**config.mk**
```make
export PLATFORM = sky130hd
export DESIGN_NAME = prdfd_parser
export DESIGN_NICKNAME = d
export VERILOG_FILES = /design/src/rtl/prdfd_pkg.sv /design/src/rtl/prdfd_parser.sv
export SDC_FILE = /design/constraint.sdc
export NUM_CORES = 1
export LEC_CHECK = 0
export ABC_AREA = 1
export BUFFER_PORTS_ARGS = -buffer_cell sky130_fd_sc_hd__buf_2
export CAP_MARGIN = 15
export CORE_MARGIN = 1
export CORE_UTILIZATION = 25
export DETAILED_ROUTE_END_ITERATION = 10
export RECOVER_POWER = 100
export SLEW_MARGIN = 20
export SYNTH_ARGS = -nofsm -noshare
export SYNTH_HDL_FRONTEND = slang
export SYNTH_SLANG_ARGS = --single-unit
export TNS_END_PERCENT = 1
```
**constraint.sdc**
```tcl
create_clock -name clock -period 6 [get_ports clock]
set_input_delay 1.2 -clock clock [delete_from_list [all_inputs] [get_ports clock]]
set_output_delay 1.2 -clock clock [all_outputs]
set_load 0.05 [all_outputs]
```
**src/rtl/prdfd_pkg.sv**
```systemverilog
// Package: shared types and constants of the pixel-run delta frame decoder.
package prdfd_pkg;

   // Command codes
   localparam logic [1:0] CMD_BYTE   = 2'd0;
   localparam logic [1:0] CMD_REWIND = 2'd1;
   localparam logic [1:0] CMD_READ   = 2'd2;

   // Response status codes
   localparam logic [2:0] ST_TAKEN = 3'd0;
   localparam logic [2:0] ST_FRAME = 3'd1;
   localparam logic [2:0] ST_ERROR = 3'd2;
   localparam logic [2:0] ST_READ  = 3'd3;
   localparam logic [2:0] ST_IDLE  = 3'd4;

   // Error codes
   localparam logic [2:0] ERR_NONE    = 3'd0;
   localparam logic [2:0] ERR_HEADER  = 3'd1;
   localparam logic [2:0] ERR_SMALL   = 3'd2;
   localparam logic [2:0] ERR_RUNHDR  = 3'd3;
   localparam logic [2:0] ERR_BEYOND  = 3'd4;
   localparam logic [2:0] ERR_OVERRUN = 3'd5;

   // Parser phases
   localparam logic [2:0] PH_HEADER   = 3'd0;
   localparam logic [2:0] PH_REC_SIZE = 3'd1;
   localparam logic [2:0] PH_RUN_CNT  = 3'd2;
   localparam logic [2:0] PH_RUN_HDR  = 3'd3;
   localparam logic [2:0] PH_PIXELS   = 3'd4;
   localparam logic [2:0] PH_SKIP     = 3'd5;
   localparam logic [2:0] PH_DONE     = 3'd6;

   // Magic byte of the header at a given position
   function automatic logic [7:0] magic_byte(input logic [2:0] pos);
      logic [7:0] val;
      case (pos)
         3'd0:    val = 8'h4E;
         3'd1:    val = 8'h42;
         3'd2:    val = 8'h54;
         3'd3:    val = 8'h49;
         3'd4:    val = 8'h54;
         3'd5:    val = 8'h4C;
         3'd6:    val = 8'h45;
         default: val = 8'h31;
      endcase
      return val;
   endfunction

   // Scale an 8-bit channel by level/15
   function automatic logic [7:0] scale_channel(input logic [7:0] chan, input logic [3:0] level);
      logic [11:0] prod;
      logic [27:0] quot;
      prod = 12'(chan) * 12'(level);
      // multiply by 2^19/15 rounded up, then drop 19 bits (exact for prod < 3840)
      quot = {16'd0, prod} * 28'd34953;
      return quot[26:19];
   endfunction

   // Write request from the parser to the pixel store
   typedef struct packed {
      logic        wr_en;
      logic [15:0] wr_addr;
      logic [15:0] wr_data;
   } store_write_type;

endpackage

```
**src/rtl/prdfd_parser.sv**
```systemverilog
// Stream parser: header checks, record and run decoding, pixel write requests.
module prdfd_parser
   import prdfd_pkg::*;
#(
   parameter int FRAME_WIDTH = 256,
   parameter int FRAME_HEIGHT = 224,
   parameter int HEADER_BYTES = 32
) (
   input  logic            clock,
   input  logic            reset,
   input  logic            clear,
   input  logic            byte_en,
   input  logic [7:0]      data_byte,
   output logic [2:0]      status,
   output logic [2:0]      error_code,
   output logic [31:0]     frame_number,
   output store_write_type wr
);

   localparam logic [32:0] PIXEL_COUNT = 33'(FRAME_WIDTH * FRAME_HEIGHT);

   logic [2:0]  phase_ff, phase_in;
   logic [5:0]  pos_ff, pos_in;
   logic [31:0] shift_ff, shift_in;
   logic [31:0] left_ff, left_in;
   logic [31:0] runs_ff, runs_in;
   logic [15:0] rpos_ff, rpos_in;
   logic [15:0] rleft_ff, rleft_in;
   logic [31:0] frames_ff, frames_in;
   logic [31:0] total_ff, total_in;
   logic [2:0]  err_ff, err_in;
   logic [2:0]  st;
   logic [31:0] word;
   logic [31:0] frames_inc;
   logic [16:0] len2;
   logic        ok;

   assign word       = shift_ff | ({24'd0, data_byte} << {pos_ff[1:0], 3'b000});
   assign frames_inc = frames_ff + 32'd1;
   assign len2       = {word[31:16], 1'b0};

   always_comb begin
      phase_in  = phase_ff;
      pos_in    = pos_ff;
      shift_in  = shift_ff;
      left_in   = left_ff;
      runs_in   = runs_ff;
      rpos_in   = rpos_ff;
      rleft_in  = rleft_ff;
      frames_in = frames_ff;
      total_in  = total_ff;
      err_in    = err_ff;
      st        = ST_TAKEN;
      ok        = 1'b1;
      wr        = '0;
      wr.wr_addr = rpos_ff;
      wr.wr_data = {data_byte, shift_ff[7:0]};
      if (byte_en) begin
         if (err_ff != ERR_NONE) begin
            st = ST_ERROR;
         end else begin
            case (phase_ff)
               PH_HEADER: begin
                  if (pos_ff < 6'd8) begin
                     ok = data_byte == magic_byte(pos_ff[2:0]);
                  end else if (pos_ff < 6'd32) begin
                     shift_in = word;
                     if (pos_ff[1:0] == 2'd3) begin
                        if (pos_ff == 6'd11)      ok = word == 32'd1;
                        else if (pos_ff == 6'd15) ok = word == 32'(FRAME_WIDTH);
                        else if (pos_ff == 6'd19) ok = word == 32'(FRAME_HEIGHT);
                        else                      ok = word != 32'd0;
                        if (pos_ff == 6'd31) total_in = word;
                        shift_in = '0;
                     end
                  end
                  if (!ok) begin
                     err_in = ERR_HEADER;
                     st     = ST_ERROR;
                  end else if (pos_ff >= 6'd31 && 7'(pos_ff) + 7'd1 >= 7'(HEADER_BYTES)) begin
                     phase_in = PH_REC_SIZE;
                     pos_in   = '0;
                     shift_in = '0;
                  end else begin
                     pos_in = pos_ff + 6'd1;
                  end
               end
               PH_REC_SIZE, PH_RUN_CNT, PH_RUN_HDR: begin
                  shift_in = word;
                  pos_in   = {4'd0, pos_ff[1:0]} + 6'd1;
                  if (pos_ff[1:0] == 2'd3) begin
                     pos_in   = '0;
                     shift_in = '0;
                     if (phase_ff == PH_REC_SIZE) begin
                        if (word < 32'd4) begin
                           err_in = ERR_SMALL;
                           st     = ST_ERROR;
                        end else begin
                           left_in  = word - 32'd4;
                           phase_in = PH_RUN_CNT;
                        end
                     end else if (phase_ff == PH_RUN_CNT) begin
                        runs_in = word;
                        // decide next unit
                        if (word != 32'd0) begin
                           if (left_ff < 32'd4) begin
                              err_in = ERR_RUNHDR;
                              st     = ST_ERROR;
                           end else begin
                              left_in  = left_ff - 32'd4;
                              phase_in = PH_RUN_HDR;
                           end
                        end else if (left_ff != 32'd0) begin
                           phase_in = PH_SKIP;
                        end else begin
                           frames_in = frames_inc;
                           phase_in  = (frames_inc >= total_ff) ? PH_DONE : PH_REC_SIZE;
                           st        = ST_FRAME;
                        end
                     end else begin
                        runs_in = runs_ff - 32'd1;
                        if (33'(word[15:0]) + 33'(word[31:16]) > PIXEL_COUNT) begin
                           err_in = ERR_BEYOND;
                           st     = ST_ERROR;
                        end else if (32'(len2) > left_ff) begin
                           err_in = ERR_OVERRUN;
                           st     = ST_ERROR;
                        end else if (word[31:16] != 16'd0) begin
                           left_in  = left_ff - 32'(len2);
                           rpos_in  = word[15:0];
                           rleft_in = word[31:16];
                           phase_in = PH_PIXELS;
                        end else if (runs_ff != 32'd1) begin
                           if (left_ff < 32'd4) begin
                              err_in = ERR_RUNHDR;
                              st     = ST_ERROR;
                           end else begin
                              left_in  = left_ff - 32'd4;
                              phase_in = PH_RUN_HDR;
                           end
                        end else if (left_ff != 32'd0) begin
                           phase_in = PH_SKIP;
                        end else begin
                           frames_in = frames_inc;
                           phase_in  = (frames_inc >= total_ff) ? PH_DONE : PH_REC_SIZE;
                           st        = ST_FRAME;
                        end
                     end
                  end
               end
               PH_PIXELS: begin
                  if (!pos_ff[0]) begin
                     shift_in = {24'd0, data_byte};
                     pos_in   = 6'd1;
                  end else begin
                     wr.wr_en = 1'b1;
                     rpos_in  = rpos_ff + 16'd1;
                     rleft_in = rleft_ff - 16'd1;
                     pos_in   = '0;
                     shift_in = '0;
                     if (rleft_ff == 16'd1) begin
                        if (runs_ff != 32'd0) begin
                           if (left_ff < 32'd4) begin
                              err_in = ERR_RUNHDR;
                              st     = ST_ERROR;
                           end else begin
                              left_in  = left_ff - 32'd4;
                              phase_in = PH_RUN_HDR;
                           end
                        end else if (left_ff != 32'd0) begin
                           phase_in = PH_SKIP;
                        end else begin
                           frames_in = frames_inc;
                           phase_in  = (frames_inc >= total_ff) ? PH_DONE : PH_REC_SIZE;
                           st        = ST_FRAME;
                        end
                     end
                  end
               end
               PH_SKIP: begin
                  left_in = (left_ff != 32'd0) ? left_ff - 32'd1 : left_ff;
                  if (left_ff <= 32'd1) begin
                     frames_in = frames_inc;
                     pos_in    = '0;
                     shift_in  = '0;
                     phase_in  = (frames_inc >= total_ff) ? PH_DONE : PH_REC_SIZE;
                     st        = ST_FRAME;
                  end
               end
               default: st = ST_IDLE;
            endcase
         end
      end
   end

   // Hold parser state; rewind and reset clear it
   always_ff @(posedge clock) begin
      if (reset || clear) begin
         phase_ff  <= PH_HEADER;
         pos_ff    <= '0;
         shift_ff  <= '0;
         left_ff   <= '0;
         runs_ff   <= '0;
         rpos_ff   <= '0;
         rleft_ff  <= '0;
         frames_ff <= '0;
         total_ff  <= '0;
         err_ff    <= ERR_NONE;
      end else begin
         phase_ff  <= phase_in;
         pos_ff    <= pos_in;
         shift_ff  <= shift_in;
         left_ff   <= left_in;
         runs_ff   <= runs_in;
         rpos_ff   <= rpos_in;
         rleft_ff  <= rleft_in;
         frames_ff <= frames_in;
         total_ff  <= total_in;
         err_ff    <= err_in;
      end
   end

   assign status       = st;
   assign error_code   = err_in;
   assign frame_number = frames_in;

endmodule

```
* Word level (Yosys, flattened, before mapping)
Index checks and enable logic that the tools add are counted. W data, S select, Z words.
Storage, ports and cells: register bits 204, bits of input ports 12, output and inout bits 71, word-level logic and storage cells 233
Cells by class: add/subtract/negate cells 12, magnitude comparators 10, eq/ne operators 40, shifts and indexed selects 1, mux-type cells 135, bitwise logic cells 4, reduce and logical (&&, ||, !) cells 21
Operators with widths (number):
- $mux W32 | 36
- $mux W16 | 14
- $pmux W32 S3 | 2
- $mux W3 | 47
- $pmux W32 S4 | 1
- $reduce_bool A32 Y1 | 3
- $lt A32 B3 Y1 const B | 2
- $pmux W16 S2 | 2
- $sub A32 B1 Y32 const B | 2
- $sub A32 B3 Y32 const B | 2
- $pmux W7 S6 | 1
- $mux W8 | 5
- $add A32 B1 Y32 const B | 1
- $eq A32 B1 Y1 const B | 1
- $eq A32 B8 Y1 const B | 1
- $eq A32 B9 Y1 const B | 1
- $ge A32 B32 Y1 | 1
- $gt A17 B32 Y1 | 1
- $le A32 B1 Y1 const B | 1
- $ne A32 B1 Y1 const B | 1
- $or A32 B32 Y32 | 1
- $shl A8 B5 Y32 | 1
- $sub A32 B17 Y32 | 1
- $ne A2 B2 Y1 const B | 13
- 44 further kinds | 82

* Depth between registers and ports, before layout
depth after elaboration 16, depth in mapped cells 32, depth with buffers taken out 30

* Worst setup path before layout
Ideal clock, no wire load.
path kind input to output, start point in data_byte[0], end point out status[0], arrival 4.417 ns, data required time 4.800 ns, slack 0.383 ns, cell stages on the path 20, buffers on the path 0, cells stage by stage inv_1 > nor2_2 > nand2_1 > nand2_2 > ha_1 > fa_1 > or2_2 > nor2_1 > nand3_1 > nor2_1 > nand3_1 > nor2_1 > nand3_1 > nor2_1 > nand3_1 > nand3_2 > nand3_4 > o31ai_1 > nand3_1 > a21oi_1
Between the ends: longest elaborated chain between the ends 12, elaborated cells between the ends (all ways) 17, classes of those cells 1 x add/sub; 2 x order compare; 1 x shift; 10 x mux; 1 x bitwise; 2 x reduce/logical
Ends and longest elaborated chain:
- from (decl) | RTL line prdfd_parser.sv:13 | input logic [7:0] data_byte,
- $shl A8 B5 Y32 (*) | RTL line prdfd_parser.sv:38 | assign word = shift_ff | ({24'd0, data_byte} << {pos_ff[1:0], 3'b000});
- $or A32 B32 Y32 (*) | RTL line prdfd_parser.sv:38
- named net word[16] | RTL line prdfd_parser.sv:33 | logic [31:0] word;
- parallel branches: the longest is 4 deep, another holds $add A16 B16 Y17
- $mux W3 (*) | RTL line prdfd_parser.sv:102 | end else if (phase_ff == PH_RUN_CNT) begin
- $mux W3 (*) | RTL line prdfd_parser.sv:94 | if (phase_ff == PH_REC_SIZE) begin
- $mux W3 (*) | RTL line prdfd_parser.sv:91 | if (pos_ff[1:0] == 2'd3) begin
- $pmux W3 S4 (*) | RTL line prdfd_parser.sv:62 | case (phase_ff)
- $mux W3 (*) | RTL line prdfd_parser.sv:59 | if (err_ff != ERR_NONE) begin
- $mux W3 (*) | RTL line prdfd_parser.sv:58 | if (byte_en) begin
- to (decl) | RTL line prdfd_parser.sv:14 | output logic [2:0] status,
Mark *: on every way through the listed nets, which the timed path passes.

* Final worst setup path
start point in data_byte[0], end point out error_code[1]
Between the ends: longest elaborated chain between the ends 16, elaborated cells between the ends (all ways) 33, classes of those cells 1 x add/sub; 3 x order compare; 4 x eq/ne; 1 x shift; 21 x mux; 1 x bitwise; 2 x reduce/logical
Ends and longest elaborated chain:
- $shl A8 B5 Y32 (*) | RTL line prdfd_parser.sv:38
- $or A32 B32 Y32 (*) | RTL line prdfd_parser.sv:38
- named net word[0] | RTL line prdfd_parser.sv:33
- parallel branches: the longest is 11 deep, another holds $add A16 B16 Y17
- $pmux W3 S3 (*) | RTL line prdfd_parser.sv:62
- $mux W3 (*) | RTL line prdfd_parser.sv:59
- $mux W3 (*) | RTL line prdfd_parser.sv:58
- to (decl) | RTL line prdfd_parser.sv:15 | output logic [2:0] error_code,
Mark *: on every way through the listed nets, which the timed path passes. The select of a mux whose other input is x is not followed.

==> metrics.md <==
| Metric | Value |
|---|---|
| Outcome | complete, but fails checks |
| Failing checks | max-capacitance violations, max-slew violations |
| Number of synthesized flops with an enable pin | 0 |
| Switch Pwr | 1.35 mW |
| ANT nets after route | 0 |
| Worst hold margin | 460 ps |
| DR top layer | met4 |
| Drc violations | 0 |
| CP required | 4800 ps |
| Crit path capture type | primary output |
| # setup viols final | 0 |
| Global route overflow | 0 |
| CTS H-tree depth | 1 |
| Flop pwr share | roughly a third |
| Routed wl met2 | roughly 40,000 um |
| Post-synth top area share | around a fifth |
| Reg2reg setup slack | about 330 ps |
| P&R area growth vs syn | 16.6% |
| Slew HR | -66.4% |
| Core Box Area | 86,800 um2 |
| Mapped Cells | 3,885 |
| Worst R2R Start | phase_ff[2] |
| DR WL/cell | 19.1 um |
| Cell Area, Synth | 21,900 um2 |
| TritonCTS Buffers | 29 |
| Hold path cells | 2 |
| # rows | 108 |
| Final Wtd Congestion | 0.992 |
| Drt first-iter violations | 3,268 |
| Layout Nets | 4,044 |
| Count leader, synth | nand2_1 |
| Via count | around 27,000 |
| Die ar. | roughly 90,000 um2 |
| Cell Pwr Density | 169 nW/um2 |
| Internal power | 2.96 mW |
| Die Span Y | 298 um |
| Sink Count | 204 |
| CP arrival | 4700 ps |
| Half-perimeter wire length after placement | 71,900 um |
| Worst path most repeated cell | nand2_1 |
| Layout cells sized above 1 | 9.63% |
| Cell variety after synth | 63 |
| GRT Overall Usage | 21.1% |
| Period utilisation layout | 98.4% |
| Hold Crit Class | flip-flop to flip-flop |
| Final Power | about 4.3 mW |
| DRT Wirelength | 97,900 um |
| Family with the most delay on the worst path | simple AND/OR/NAND/NOR gates |
| Hold_buf cts | 0 |
| Diode count | 0 |
| RSZ-0062 raised after global routing | yes |
| Vias in the first global route | roughly 25,000 |
| Pins Over Slew Limit | 65 |
| Slowest CP cell | fa_2 |
| Hold EP | runs_ff[5] |
| Max Cap Viol | 1 |
| R2R depth | 15 |
| Clk pwr share | 48.9% |
| Fillers | between 9,000 and 10,000 |
| Fmax achieved | approximately 170 MHz |
| Tmin final | slightly below 6000 ps |
| Post-synthesis sequential area ratio | 18.6% |
| Final std cells w/o fill | just over 5,000 |
| Synth area leaders | dfxtp_1 (19%), nand2_1 (17%), nor2_1 (8.5%) |
| Yosys warns | 0 |
| Min-delay src | runs_ff[5] |
| Placed cells | about 5,100 |
| Clk Latency, worst-skew pair | 620 ps |
| Critical path startpoint category | primary input |
| Vias per cell | 5.28 |
| Fin util | 29.5% |
| Top-level I/O count | between 80 and 90 |
| Switching fraction of total power | 31.3% |
| Worst Tran Pin Value | roughly 2500 ps |
| Biggest area consumer among synthesized cells | dfxtp_1 |
| Worst-path fanout max | 10 |
| Starting Density | 25.3% |
| Initial DRT Pass Iterations | 6 |
| WL met3 | 10,300 um |
| Critical path class | primary input to primary output |
| Worst-path clk slew | 60 ps |
| Number of synthesized register bits | 204 |
| Leak pwr | ~12 nW |
| CTS Buffer Depth | 3 |
| Met1 WL | slightly above 40,000 um |
| IO Port Bufs | 82 |
| CTS tree | built |
| Commonest cells in the netlist | nand2_1 (993), nor2_1 (497), inv_1 (441), o21ai_0 (327), a21oi_1 (302) |
| Post-synth ARST share | 0% |
| Clock skew | 21.6 ps |
| WP buf/inv | 4 |
| Root Driver | clkbuf_16 |
| Max stage delay on crit path | 420 ps |
| Post-synth net total | 3,976 |
| Initial antenna violation count | 0 |
| Ys flop type | dfxtp_1 |
| FF-to-FF End | runs_ff[22] |
| Largest net degree at the start of global routing | 74 |
| Die Span X | around 300 um |
| Combinational share of power | 19.5% |
| Worst vdd ir | 0.208 mV |
| Wire length of the first global-routing pass | around 150,000 um |
| Fin. Hold Viols | 0 |
| Syn_area_per_cell | 5.64 um2 |
==> worst max-delay path by stage <==
stage | startpoint | to | slack, ps | depth (start not counted)
after floorplan | data_byte[0] | status[0] | 380 | 20
after global placement | data_byte[0] | error_code[1] | 40 | 25
after detailed placement | data_byte[4] | error_code[0] | 30 | 28
after CTS | data_byte[4] | error_code[0] | 30 | 28
after global routing | data_byte[0] | frame_number[25] | -20 | 33
final | data_byte[0] | error_code[1] | 100 | 25
==> power groups by stage <==
stage                     Sequential (mW)  Combinational (mW)  Clock, mW
final                                1.36               0.840       2.11
after global routing                 1.36               0.917       2.20
after CTS                            1.36               0.802       2.15
after detailed placement             1.39               0.798          0
after global placement               1.39               0.800          0
after floorplan                      1.39               0.532          0
==> per-stage QoR <==
stage               setup slack, ps  TNS (ps)  instance area, um2
finish                         97.2         0               25600
global route                  -23.2      -102               25600
CTS                            28.2         0               25300
detailed placement             33.3         0               24100
global placement               41.7         0               24100
floorplan                       383         0               21900
==> state kept, by name, indices dropped and copies added (netlist names) <==
name       cells
total_ff      32
err_ff         3
rleft_ff      16
shift_ff      32
pos_ff         6
frames_ff     32
runs_ff       32
phase_ff       3
left_ff       32
rpos_ff       16
==> cells in the final DEF, fill, tap and decap left out, types with 27 or more instances in the layout <==
cell / synthesis / layout
nor3_1: 64 / 61
a211oi_1: 62 / 62
a21oi_1: 302 / 300
nand4_1: 38 / 38
buf_4: 24 / 152
clkbuf_16: 0 / 30
nand3_1: 244 / 241
dfxtp_1: 204 / 203
xor2_1: 72 / 72
clkbuf_1: 125 / 38
nor4_1: 30 / 27
nor2_1: 497 / 490
a31oi_1: 28 / 28
o21ai_0: 327 / 325
ha_1: 77 / 73
inv_1: 441 / 439
o211ai_1: 30 / 30
nand2_2: 20 / 28
nand2_1: 993 / 981
==> area by class of cell <==
| type | instances | area (um2) | area share (%) |
|---|---|---|---|
| clock buffers | 33 | 761 | 2.97 |
| clock inverters | 21 | 377 | 1.47 |
| inverters | 472 | 1780 | 6.98 |
| multi-input cells | 3009 | 15300 | 59.9 |
| flip-flops and latches | 204 | 4090 | 16.0 |
| well taps | 1155 | 1450 | 5.65 |
| repair buffers | 237 | 1800 | 7.03 |
==> repair_timing <==
item / in CTS / in global routing
gates resized for setup: 1 / 108
pin swaps: 0 / 8
setup buffers: 0 / 4
cloned: 0 / 1
endpoints found under the setup margin: 1 / 37
==> tightest hold or removal path: cells and delay by family, from the launching register on <==
| kind | cells | cell delay, ps |
|---|---|---|
| AOI/OAI and AO/OA | 1 | 50 |
| and+or+nand+nor | 1 | 60 |
| DFF | 1 | 310 |
==> logic make-up after synthesis <==
group | count (synthesis) | share of synthesized area, %
compound gates | 905 | 24.0
fa+ha+maj | 79 | 4.58
simple gates | 1930 | 36.6
buf+inv | 672 | 12.4
xor+xnor | 95 | 3.80
flops | 204 | 18.6
==> metal layers <==
metal	track usage (%)	up-vias
met2	32.1	1499
li1	-	13007
met1	28.1	12289
met4	10.4	0
met3	4.61	284
met5	0	-
Power figures use the tool's default switching activity.
